==> src/u2u_pkg.sv <==
// Package for the UTF-8 to UTF-16 stream transcoder.
// Holds the queue entry and status types, the UTF constants and the lead-byte tables.
// No dependencies.
`timescale 1ns / 1ps

package u2u_pkg;

    localparam int QDEPTH = 4;
    localparam int QPTR_W = $clog2(QDEPTH);
    localparam int QCNT_W = $clog2(QDEPTH + 1);

    localparam logic [31:0] MAX_BMP      = 32'h0000_FFFF;
    localparam logic [31:0] MAX_UTF16    = 32'h0010_FFFF;
    localparam logic [31:0] HALF_BASE    = 32'h0001_0000;
    localparam logic [10:0] HALF_BASE_HI = 11'h040;
    localparam logic [15:0] SUR_HI_START = 16'hD800;
    localparam logic [15:0] SUR_LO_START = 16'hDC00;
    localparam logic [15:0] SUR_LO_END   = 16'hDFFF;
    localparam logic [15:0] REPL_RESET   = 16'hFFFD;

    // One finished sequence, or a terminator, waiting for the back end.
    typedef struct packed {
        logic [31:0] acc;
        logic [2:0]  trail;
        logic        eos;
    } u2u_entry_t;

    typedef struct packed {
        logic empty;
        logic full;
    } u2u_qstat_t;

    function automatic logic [2:0] lead_count(input logic [7:0] b);
        logic [2:0] n;
        if (b < 8'hC0)
            n = 3'd0;
        else if (b < 8'hE0)
            n = 3'd1;
        else if (b < 8'hF0)
            n = 3'd2;
        else if (b < 8'hF8)
            n = 3'd3;
        else if (b < 8'hFC)
            n = 3'd4;
        else
            n = 3'd5;
        return n;
    endfunction

    function automatic logic [31:0] seq_offset(input logic [2:0] t);
        logic [31:0] off;
        case (t)
            3'd0:    off = 32'h0000_0000;
            3'd1:    off = 32'h0000_3080;
            3'd2:    off = 32'h000E_2080;
            3'd3:    off = 32'h03C8_2080;
            3'd4:    off = 32'hFA08_2080;
            default: off = 32'h8208_2080;
        endcase
        return off;
    endfunction

endpackage

==> src/utf8_to_utf16_stream.sv <==
// Streaming UTF-8 to UTF-16 transcoder, top level. Depends on u2u_pkg, u2u_front,
// u2u_fifo and u2u_back. Takes one byte per cycle while in_stall is low. A finished
// sequence is registered in the queue, then in the output register. A surrogate
// pair gives two units; the four-entry queue absorbs it. Reset clears the sequence
// state, the queue and the output, and sets the replacement unit to 0xFFFD.
`timescale 1ns / 1ps

module utf8_to_utf16_stream (
    input  logic        clk,
    input  logic        rst_n,
    input  logic [7:0]  byte_in,
    input  logic        in_valid,
    output logic        in_stall,
    output logic [15:0] utf16_unit,
    output logic        last_of_run,
    output logic        end_of_string,
    output logic        out_valid,
    input  logic        out_stall,
    input  logic [15:0] replacement_unit,
    input  logic        cfg_valid,
    output logic        cfg_ready
);
    import u2u_pkg::*;

    logic [15:0] repl_reg;
    logic        push;
    logic        pop;
    u2u_entry_t  push_data;
    u2u_entry_t  pop_data;
    u2u_qstat_t  qstat;

    assign cfg_ready = 1'b1;

    always_ff @(posedge clk or negedge rst_n)
    begin
        if (!rst_n)
            repl_reg <= REPL_RESET;
        else if (cfg_valid && cfg_ready)
            repl_reg <= replacement_unit;
    end

    u2u_front u_front (
        .clk       (clk),
        .rst_n     (rst_n),
        .byte_in   (byte_in),
        .in_valid  (in_valid),
        .in_stall  (in_stall),
        .qstat     (qstat),
        .push      (push),
        .push_data (push_data)
    );

    u2u_fifo u_fifo (
        .clk       (clk),
        .rst_n     (rst_n),
        .push      (push),
        .push_data (push_data),
        .pop       (pop),
        .pop_data  (pop_data),
        .qstat     (qstat)
    );

    u2u_back u_back (
        .clk           (clk),
        .rst_n         (rst_n),
        .pop_data      (pop_data),
        .qstat         (qstat),
        .pop           (pop),
        .repl_unit     (repl_reg),
        .utf16_unit    (utf16_unit),
        .last_of_run   (last_of_run),
        .end_of_string (end_of_string),
        .out_valid     (out_valid),
        .out_stall     (out_stall)
    );

endmodule

==> src/u2u_front.sv <==
// Front end of the transcoder: takes bytes and folds each sequence into an accumulator.
// Pushes one queue entry per finished sequence or terminator. Depends on u2u_pkg.
`timescale 1ns / 1ps

module u2u_front (
    input  logic                clk,
    input  logic                rst_n,
    input  logic [7:0]          byte_in,
    input  logic                in_valid,
    output logic                in_stall,
    input  u2u_pkg::u2u_qstat_t qstat,
    output logic                push,
    output u2u_pkg::u2u_entry_t push_data
);
    import u2u_pkg::*;

    logic [31:0] acc_reg, acc_next;
    logic [2:0]  remaining_reg, remaining_next;
    logic [2:0]  trail_reg, trail_next;
    logic        accept;
    logic [2:0]  lead;
    logic [31:0] folded;

    assign in_stall = qstat.full;
    assign accept   = in_valid && !qstat.full;
    assign lead     = lead_count(byte_in);
    assign folded   = {acc_reg[25:0], 6'b0} + {24'b0, byte_in};

    always_comb
    begin
        acc_next       = acc_reg;
        remaining_next = remaining_reg;
        trail_next     = trail_reg;
        push           = 1'b0;
        push_data      = '0;
        if (accept)
        begin
            if (remaining_reg == 3'd0)
            begin
                if (byte_in == 8'h00)
                begin
                    push          = 1'b1;
                    push_data.eos = 1'b1;
                    acc_next      = '0;
                    trail_next    = '0;
                end
                else if (lead == 3'd0)
                begin
                    // A single-byte sequence finishes at once.
                    push          = 1'b1;
                    push_data.acc = {24'b0, byte_in};
                    acc_next      = '0;
                    trail_next    = '0;
                end
                else
                begin
                    acc_next       = {24'b0, byte_in};
                    remaining_next = lead;
                    trail_next     = lead;
                end
            end
            else
            begin
                remaining_next = remaining_reg - 3'd1;
                if (remaining_reg == 3'd1)
                begin
                    push            = 1'b1;
                    push_data.acc   = folded;
                    push_data.trail = trail_reg;
                    acc_next        = '0;
                    trail_next      = '0;
                end
                else
                begin
                    acc_next = folded;
                end
            end
        end
    end

    always_ff @(posedge clk or negedge rst_n)
    begin
        if (!rst_n)
        begin
            acc_reg       <= '0;
            remaining_reg <= '0;
            trail_reg     <= '0;
        end
        else
        begin
            acc_reg       <= acc_next;
            remaining_reg <= remaining_next;
            trail_reg     <= trail_next;
        end
    end

endmodule

==> src/u2u_fifo.sv <==
// Short queue between the front and back ends of the transcoder.
// Register array with read and write pointers. Depends on u2u_pkg.
`timescale 1ns / 1ps

module u2u_fifo (
    input  logic                clk,
    input  logic                rst_n,
    input  logic                push,
    input  u2u_pkg::u2u_entry_t push_data,
    input  logic                pop,
    output u2u_pkg::u2u_entry_t pop_data,
    output u2u_pkg::u2u_qstat_t qstat
);
    import u2u_pkg::*;

    u2u_entry_t        slots_reg [QDEPTH];
    logic [QPTR_W-1:0] wr_ptr_reg, wr_ptr_next;
    logic [QPTR_W-1:0] rd_ptr_reg, rd_ptr_next;
    logic [QCNT_W-1:0] count_reg, count_next;

    assign qstat.empty = (count_reg == '0);
    assign qstat.full  = (count_reg == QCNT_W'(QDEPTH));
    assign pop_data    = slots_reg[rd_ptr_reg];

    always_comb
    begin
        wr_ptr_next = push ? wr_ptr_reg + 1'b1 : wr_ptr_reg;
        rd_ptr_next = pop ? rd_ptr_reg + 1'b1 : rd_ptr_reg;
        count_next  = count_reg;
        if (push && !pop)
            count_next = count_reg + 1'b1;
        else if (pop && !push)
            count_next = count_reg - 1'b1;
    end

    always_ff @(posedge clk)
    begin
        if (push)
            slots_reg[wr_ptr_reg] <= push_data;
    end

    always_ff @(posedge clk or negedge rst_n)
    begin
        if (!rst_n)
        begin
            wr_ptr_reg <= '0;
            rd_ptr_reg <= '0;
            count_reg  <= '0;
        end
        else
        begin
            wr_ptr_reg <= wr_ptr_next;
            rd_ptr_reg <= rd_ptr_next;
            count_reg  <= count_next;
        end
    end

endmodule

==> src/u2u_back.sv <==
// Back end of the transcoder: turns queued sequences into UTF-16 units.
// Removes the sequence offset, classifies the code point and emits one or two units.
// Depends on u2u_pkg.
`timescale 1ns / 1ps

module u2u_back (
    input  logic                clk,
    input  logic                rst_n,
    input  u2u_pkg::u2u_entry_t pop_data,
    input  u2u_pkg::u2u_qstat_t qstat,
    output logic                pop,
    input  logic [15:0]         repl_unit,
    output logic [15:0]         utf16_unit,
    output logic                last_of_run,
    output logic                end_of_string,
    output logic                out_valid,
    input  logic                out_stall
);
    import u2u_pkg::*;

    logic        out_valid_reg, out_valid_next;
    logic [15:0] out_unit_reg, out_unit_next;
    logic        out_last_reg, out_last_next;
    logic        out_eos_reg, out_eos_next;
    logic        pend_valid_reg, pend_valid_next;
    logic [15:0] pend_unit_reg, pend_unit_next;

    logic [31:0] ch;
    logic [10:0] hi_bits;
    logic        is_pair;
    logic [15:0] first_unit;
    logic [15:0] hi_unit;
    logic [15:0] lo_unit;
    logic        out_free;

    assign ch      = pop_data.acc - seq_offset(pop_data.trail);
    assign hi_bits = ch[20:10] - HALF_BASE_HI;
    assign hi_unit = SUR_HI_START | {6'b0, hi_bits[9:0]};
    assign lo_unit = SUR_LO_START | {6'b0, ch[9:0]};
    assign is_pair = !pop_data.eos && (ch >= HALF_BASE) && (ch <= MAX_UTF16);

    always_comb
    begin
        if (pop_data.eos)
            first_unit = 16'h0000;
        else if (ch <= MAX_BMP)
        begin
            if (ch[15:0] >= SUR_HI_START && ch[15:0] <= SUR_LO_END)
                first_unit = repl_unit;
            else
                first_unit = ch[15:0];
        end
        else if (ch > MAX_UTF16)
            first_unit = repl_unit;
        else
            first_unit = hi_unit;
    end

    // The output register is free when empty or being taken this cycle.
    assign out_free = !out_valid_reg || !out_stall;
    assign pop      = out_free && !pend_valid_reg && !qstat.empty;

    always_comb
    begin
        out_valid_next  = out_valid_reg;
        out_unit_next   = out_unit_reg;
        out_last_next   = out_last_reg;
        out_eos_next    = out_eos_reg;
        pend_valid_next = pend_valid_reg;
        pend_unit_next  = pend_unit_reg;
        if (out_free)
        begin
            if (pend_valid_reg)
            begin
                out_valid_next  = 1'b1;
                out_unit_next   = pend_unit_reg;
                out_last_next   = 1'b1;
                out_eos_next    = 1'b0;
                pend_valid_next = 1'b0;
            end
            else if (!qstat.empty)
            begin
                out_valid_next  = 1'b1;
                out_unit_next   = first_unit;
                out_last_next   = !is_pair;
                out_eos_next    = pop_data.eos;
                pend_valid_next = is_pair;
                pend_unit_next  = lo_unit;
            end
            else
            begin
                out_valid_next = 1'b0;
            end
        end
    end

    always_ff @(posedge clk or negedge rst_n)
    begin
        if (!rst_n)
        begin
            out_valid_reg  <= 1'b0;
            pend_valid_reg <= 1'b0;
        end
        else
        begin
            out_valid_reg  <= out_valid_next;
            pend_valid_reg <= pend_valid_next;
        end
    end

    always_ff @(posedge clk)
    begin
        out_unit_reg  <= out_unit_next;
        out_last_reg  <= out_last_next;
        out_eos_reg   <= out_eos_next;
        pend_unit_reg <= pend_unit_next;
    end

    assign utf16_unit    = out_unit_reg;
    assign last_of_run   = out_last_reg;
    assign end_of_string = out_eos_reg;
    assign out_valid     = out_valid_reg;

endmodule

==> config.mk <==
export PLATFORM = sky130hd
export DESIGN_NAME = utf8_to_utf16_stream
export DESIGN_NICKNAME = d
export VERILOG_FILES = /design/src/u2u_pkg.sv /design/src/utf8_to_utf16_stream.sv /design/src/u2u_front.sv /design/src/u2u_fifo.sv /design/src/u2u_back.sv
export SDC_FILE = /design/constraint.sdc
export NUM_CORES = 1
export LEC_CHECK = 0
export BUFFER_PORTS_ARGS = -buffer_cell sky130_fd_sc_hd__clkbuf_2
export CORE_UTILIZATION = 40
export CTS_BUF_LIST = sky130_fd_sc_hd__clkbuf_8
export DETAILED_ROUTE_END_ITERATION = 10
export PLACE_DENSITY = 0.6
export RECOVER_POWER = 50
export SLEW_MARGIN = 20
export SYNTH_ARGS = -nofsm -noshare
export SYNTH_HDL_FRONTEND = slang
export SYNTH_SLANG_ARGS = --single-unit
==> constraint.sdc <==
create_clock -name clk -period 12.2 [get_ports clk]
set_input_delay 2.44 -clock clk [delete_from_list [all_inputs] [get_ports clk]]
set_output_delay 2.44 -clock clk [all_outputs]
set_load 0.05 [all_outputs]
==> results of run 1 <==
cells by family (layout without fill, tap and decap cells):
group	count (synthesis)	in the layout	share of synthesized area, %
buffers and inverters	60	150	2.18
multiplexers	66	66	9.93
AO/OA/AOI/OAI	155	155	9.85
adder cells (fa/ha/maj)	28	28	3.23
AND/OR/NAND/NOR	283	283	12.7
flip-flops	229	229	58.5
XOR/XNOR	46	46	3.63
other	1	1	0.0332
cell type report:
type | instances | area (sq um) | share of cell area [%]
sequential | 229 | 6610 | 52.3
clock inverter | 28 | 210 | 1.66
inverter | 24 | 90.1 | 0.712
tap | 378 | 473 | 3.74
multi-input combinational | 579 | 4450 | 35.2
clock buffer | 40 | 551 | 4.35
timing repair buffer | 58 | 267 | 2.11
routing by layer:
metal | track usage, % | share of wire, % | up-vias
li1 | - | - | 3424
met1 | 24.8 | 48 | 3522
met2 | 26.3 | 44 | 186
met3 | 3.05 | 5.4 | 49
met4 | 5.64 | 2.2 | 0
met5 | 0 | 0 | -
critical path, delay by kind of cell (launching register included):
family / cells / cell delay, ns
AND/OR/NAND/NOR: 6 / 1.00
AO/OA/AOI/OAI: 5 / 1.94
XOR/XNOR: 1 / 0.24
buffers and inverters: 1 / 2.49
flip-flops: 1 / 0.33
multiplexers: 1 / 0.82
adder cells (fa/ha/maj): 1 / 0.40
metrics by stage:
stage	utilization, %	setup WS (ns)
floorplan	-	6.36
global placement	43.0	6.76
detailed placement	43.0	6.68
CTS	45.7	6.67
global route	45.5	3.95
finish	45.5	4.71
power breakdown:
| group | internal (mW) | switching (mW) |
|---|---|---|
| Clock | 0.371 | 0.311 |
| Sequential | 0.997 | 0.0796 |
| Combinational | 0.598 | 0.982 |
| Total | 1.97 | 1.37 |
final timing paths:
check                                       endpoint  slack, ns                 start  cells past startpoint
worst min register to register  u_front.trail_reg[2]       0.48  u_front.trail_reg[2]                      2
worst min-delay path            u_front.trail_reg[2]       0.48  u_front.trail_reg[2]                      2
max in group asynchronous       u_fifo.rd_ptr_reg[0]       6.78                 rst_n                      2
min in group asynchronous        u_front.acc_reg[22]       3.16                 rst_n                      2
worst max-delay path            u_back.utf16_unit[7]       4.71  u_fifo.rd_ptr_reg[0]                     15
worst max register to register  u_back.utf16_unit[7]       4.71  u_fifo.rd_ptr_reg[0]                     15
Yosys cell counts (23+ instances only):
master,count
edfxtp_1,172
a21oi_1,24
clkbuf_1,23
ha_1,26
mux2_2,26
mux4_2,33
nand2_1,79
xnor2_1,24
o21ai_0,32
inv_1,24
nor2_1,67
dfrtp_1,42
cell usage in the layout, fill, tap and decap left out, types with 26 or more instances in the layout:
cell and instances:
edfxtp_1 172, nand2_1 79, nor2_1 67, dfrtp_1 41, clkbuf_8 40, inv_1 34
mux4_2 33, o21ai_0 32, clkbuf_1 29, mux2_2 26, ha_1 26
==> metrics.md, run 1 <==
| Metric | Value |
|---|---|
| Worst path most repeated cell | `nor2b_1` |
| Worst path required time | `12.50 ns` |
| Row count | `61` |
| Fin crit share | `61.4%` |
| N_diodes | `0` |
| Fill cells | `around 2600` |
| CTS tree | `yes` |
| Prevailing post-synth register cell | `edfxtp_1` |
| Synth Area per Inst | `13.0 sq um` |
| Cell area power density | `approximately 260 nW/um^2` |
| Clock sinks | `229` |
| Tightest Hold Check Type | `reg -> reg` |
| Slowest Stage Delay on Critical Path | `2.49 ns` |
| Post-Syn Area | `11300 sq um` |
| DRC violations left | `0` |
| Root Driver | `clkbuf_8` |
| Final TNS setup | `0 ns` |
| Synth Instances | `~870` |
| Top post-synthesis cells by area | `edfxtp_1 (46%), dfrtp_1 (9.3%), mux4_2 (6.6%)` |
| Die width | `170 um` |
| Via count | `7181` |
| CP max stage cell | `clkbuf_1` |
| Top cell type's share of synthesized area | `between 40% and 50%` |
| Clock skew | `around 0.028 ns` |
| Post-cts sizing count | `0` |
| CP Capture Type | `register` |
| Final instance area | `12700 sq um` |
| Worst rel slew slack | `-137%` |
| Placed inst area | `11900 sq um` |
| First-pass GRT wire length | `38500 um` |
| WHS | `roughly 0.48 ns` |
| Hold_buf cts | `0` |
| Worst path arrival time | `7.79 ns` |
| Final setup violation count | `0` |
| Crit path time final | `7.49 ns` |
| Setup bufs post-CTS | `0` |
| Max-slew violation count | `~130` |
| Initial antenna violation count | `0` |
| Unique masters post-synth | `83` |
| Failing checks | `max-capacitance violations, max-slew violations` |
| I/O Buffers | `48` |
| Core area | `27800 sq um` |
| Die Height | `170 um` |
| DRT antenna net count | `0` |
| Status | `finished, violations left` |
| DRT Pass-1 Iters | `5` |
| Worst-path fanout max | `48` |
| Routed wire length | `24200 um` |
| Die area | `28900 sq um` |
| Vias in the first global route | `7035` |
| Worst-path clk slew | `about 0.060 ns` |
| H-Tree Depth | `2` |
| Area leader, netlist | `edfxtp_1` |
| Initial Utilization | `40.7%` |
| Clock network latency to the later pin of the worst-skew pair | `0.55 ns` |
| Total track usage | `17.2%` |
| Max reg flops | `roughly 140` |
| Crit Path Class | `reg -> reg` |
| RSZ-0062 raised after global routing | `no` |
| Mean routed wirelength per cell | `18.1 um` |
| Static Leak | `around 4.5 nW` |
| Max cap viols | `3` |
| Layout cell share with drive strength beyond 1 | `between 10% and 20%` |
| Ys async rst share | `between 20% and 30%` |
| Largest net degree at the start of global routing | `58` |
| Peak supply drop | `0.132 mV` |
| RePlAce Congestion | `roughly 0.84` |
| Max frequency | `133 MHz` |
| Initial drt markers | `about 580` |
| TritonCTS buffer count | `39` |
| Sequential-to-total area share from yosys stat | `58.5%` |
| Vias per cell | `5.38` |
| GRT overflow | `0` |
| Nets | `just under 1000` |
| Synth Warn # | `0` |
| Worst-margin pin slew | `3.56 ns` |
| Synthesized net count | `925` |
| Layout Cells excl Fill | `~1300` |
| Hold Vio Cnt, Final | `0` |
| Placed Instances | `1268` |
| Pwr Total | `3.34 mW` |
| CP Launch Type | `register` |
| Dpl hpwl | `between 15000 and 20000 um` |
| Cells along the critical path | `clkbuf_1 -> mux4_2 -> nor2b_1 -> nand2_1 -> ha_1 -> a21oi_1 -> nor2b_1 -> or3_1 -> a221o_1 -> a221oi_1 -> xnor2_1 -> nand4_4 -> a2111oi_4 -> nor2b_1 -> o31a_1` |
| Post-synth EDFFs | `around 170` |
| Post-synthesis register bit count | `between 200 and 250` |
| Layout area overhead | `11.9%` |
| # IOs | `50` |
| Longest Clk Path Bufs | `3` |
Note: power is estimated with default switching activity, not from simulation.
==> run 2, diff against run 1 <==
- clock period: 12.2 -> 7.3 ns (I/O delays scaled with it)
==> metrics.md, run 2 (synthesis gave the netlist of run 1 again) <==
| Metric | Value |
|---|---|
| Worst path required time | `between 7 and 8 ns` |
| Hold Vio Cnt, Final | `0` |
| Layout area overhead | `12.4%` |
| H-Tree Depth | `2` |
| DRT Pass-1 Iters | `5` |
| Crit Path Class | `reg -> reg` |
| Row count | `just over 60` |
| Worst path most repeated cell | `ha_1` |
| Combinational power share | `46.3%` |
| Final setup violation count | `0` |
| Status | `finished, violations left` |
| Via count | `7165` |
| Initial antenna violation count | `0` |
| Nets | `between 900 and 1000` |
| Cells along the critical path | `clkbuf_1 -> mux4_2 -> inv_1 -> ha_1 -> nand2b_1 -> o2bb2ai_1 -> a31o_1 -> nand2_1 -> nor3_1 -> xnor2_1 -> ha_1 -> and3_4 -> o21bai_4 -> nand4_4 -> a2111oi_4 -> nor2b_1 -> o31a_1` |
| DRT antenna net count | `0` |
| Peak supply drop | `0.152 mV` |
| Largest net degree at the start of global routing | `between 50 and 60` |
| Cell area power density | `roughly 440 nW/um^2` |
| Dpl hpwl | `roughly 17000 um` |
| RePlAce Congestion | `0.872` |
| Most frequent cells in the layout | `edfxtp_1 (172), nand2_1 (79), nor2_1 (67), clkbuf_8 (46), dfrtp_1 (41)` |
| Commonest non-fill, non-tap cell in the layout | `edfxtp_1` |
| Vias per cell | `about 5.3` |
| Failing checks | `max-capacitance violations, max-slew violations` |
| Total track usage | `between 10% and 20%` |
| Sequential share of power | `33.2%` |
| Clock network latency to the later pin of the worst-skew pair | `roughly 0.55 ns` |
| Max-slew violation count | `77` |
| Mean routed wirelength per cell | `between 15 and 20 um` |
| CP Launch Type | `register` |
| Fin crit share | `82.3%` |
| Slowest Stage Delay on Critical Path | `1.16 ns` |
| DRC violations left | `0` |
| Die area | `28900 sq um` |
| Tightest Hold Check Type | `reg -> reg` |
| Clock sinks | `229` |
| Core area | `27800 sq um` |
| Routed wire length | `between 20000 and 25000 um` |
| Max reg flops | `between 100 and 150` |
| GRT overflow | `0` |
| Vias in the first global route | `7169` |
| Die Height | `approximately 170 um` |
| Hold_buf cts | `0` |
| Worst-margin pin slew | `3.29 ns` |
| Cell Int Power | `3.28 mW` |
| Root Driver | `clkbuf_8` |
| Initial Utilization | `40.7%` |
| Max frequency | `166 MHz` |
| # IOs | `50` |
| I/O Buffers | `48` |
| Die width | `170 um` |
| RSZ-0062 raised after global routing | `no` |
| TritonCTS buffer count | `40` |
| CP Capture Type | `register` |
| Initial drt markers | `441` |
| Layout cell share with drive strength beyond 1 | `about a fifth` |
| Worst rel slew slack | `-119%` |
| Worst-path clk slew | `roughly 0.06 ns` |
| Final TNS setup | `0 ns` |
| CP max stage cell | `clkbuf_1` |
| Crit path time final | `6.01 ns` |
| First-pass GRT wire length | `38800 um` |
| Setup bufs post-CTS | `0` |
| N_diodes | `0` |
| Psw | `between 2 and 2.5 mW` |
| Post-cts sizing count | `0` |
| CTS tree | `yes` |
| Worst-path fanout max | `28` |
| Sw frac | `41.3%` |
| Static Leak | `4.52 nW` |
| Longest Clk Path Bufs | `3` |
| Worst path arrival time | `between 6 and 7 ns` |
| Clock share of power | `20.6%` |
| Clock skew | `0.0208 ns` |
| WHS | `0.492 ns` |
| Max cap viols | `3` |
-- run 2: cell count changes in the layout (fill, tap and decap cells not counted) --
cell        before  now
clkinv_1         8    2
and2_0           2    1
inv_1           34   39
clkbuf_8        40   46
clkinvlp_4       1    0
and2_1          10   11
clkinv_2         4    8
buf_4            5    7
bufinv_16        3    1
-- run 2: layout make-up --
cell class,instances,area (sq um)
sequential,229,6610
tap,378,473
inverter,24,90.1
fill,2625,15100
clock inverter,28,159
timing repair buffer,60,282
clock buffer,46,633
multi-input combinational,579,4450
-- run 2: worst max-delay path, delay by kind of cell, from the launching register on --
family / cells / cell delay (ns)
adder cells (fa/ha/maj): 2 / 0.44
XOR/XNOR: 1 / 0.24
AND/OR/NAND/NOR: 6 / 0.80
flip-flops: 1 / 0.89
AO/OA/AOI/OAI: 5 / 1.70
buffers and inverters: 2 / 1.24
multiplexers: 1 / 0.44
-- run 2: worst paths after layout --
| check | from | endpoint | slack (ns) | cells after the start |
|---|---|---|---|---|
| worst min register to register | u_front.trail_reg[1] | u_front.trail_reg[1] | 0.49 | 2 |
| worst max register to register | u_fifo.rd_ptr_reg[1] | u_back.utf16_unit[7] | 1.29 | 17 |
| worst min-delay path | u_front.trail_reg[1] | u_front.trail_reg[1] | 0.49 | 2 |
| min in group asynchronous | rst_n | repl_reg[1] | 2.12 | 2 |
| worst max-delay path | u_fifo.rd_ptr_reg[1] | u_back.utf16_unit[7] | 1.29 | 17 |
| max in group asynchronous | rst_n | u_fifo.rd_ptr_reg[0] | 3.06 | 2 |
-- run 2: through the flow --
stage | power [mW] | instance area [sq um] | utilization, % | worst slack (ns) | std cells
2_1_floorplan | 3.85 | 11300 | - | 1.46 | 868
3_3_place_gp | 4.46 | 12000 | 43.0 | 2.08 | 1270
3_5_place_dp | 4.47 | 12000 | 43.0 | 1.97 | 1270
4_1_cts | 5.64 | 12700 | 45.9 | 1.95 | 1344
5_1_grt | 5.96 | 12700 | 45.7 | 0.822 | 1344
6_report | 5.58 | 12700 | 45.7 | 1.29 | 1344
-- run 2: power groups by stage --
stage,Clock (mW),Sequential (mW),Combinational (mW)
2_1_floorplan,0,1.93,1.92
3_3_place_gp,0,1.87,2.59
3_5_place_dp,0,1.88,2.59
4_1_cts,1.18,1.86,2.61
5_1_grt,1.24,1.88,2.84
6_report,1.15,1.85,2.58
-- run 2: layer usage --
metal	global-route usage [%]	part of all wire [%]	routed length, um	vias to the layer above
li1	-	-	-	3443
met1	24.1	48	11900	3507
met2	27.4	45	11100	177
met3	2.98	4.8	1170	38
met4	5.37	1.7	418	0
met5	0	0	0	-
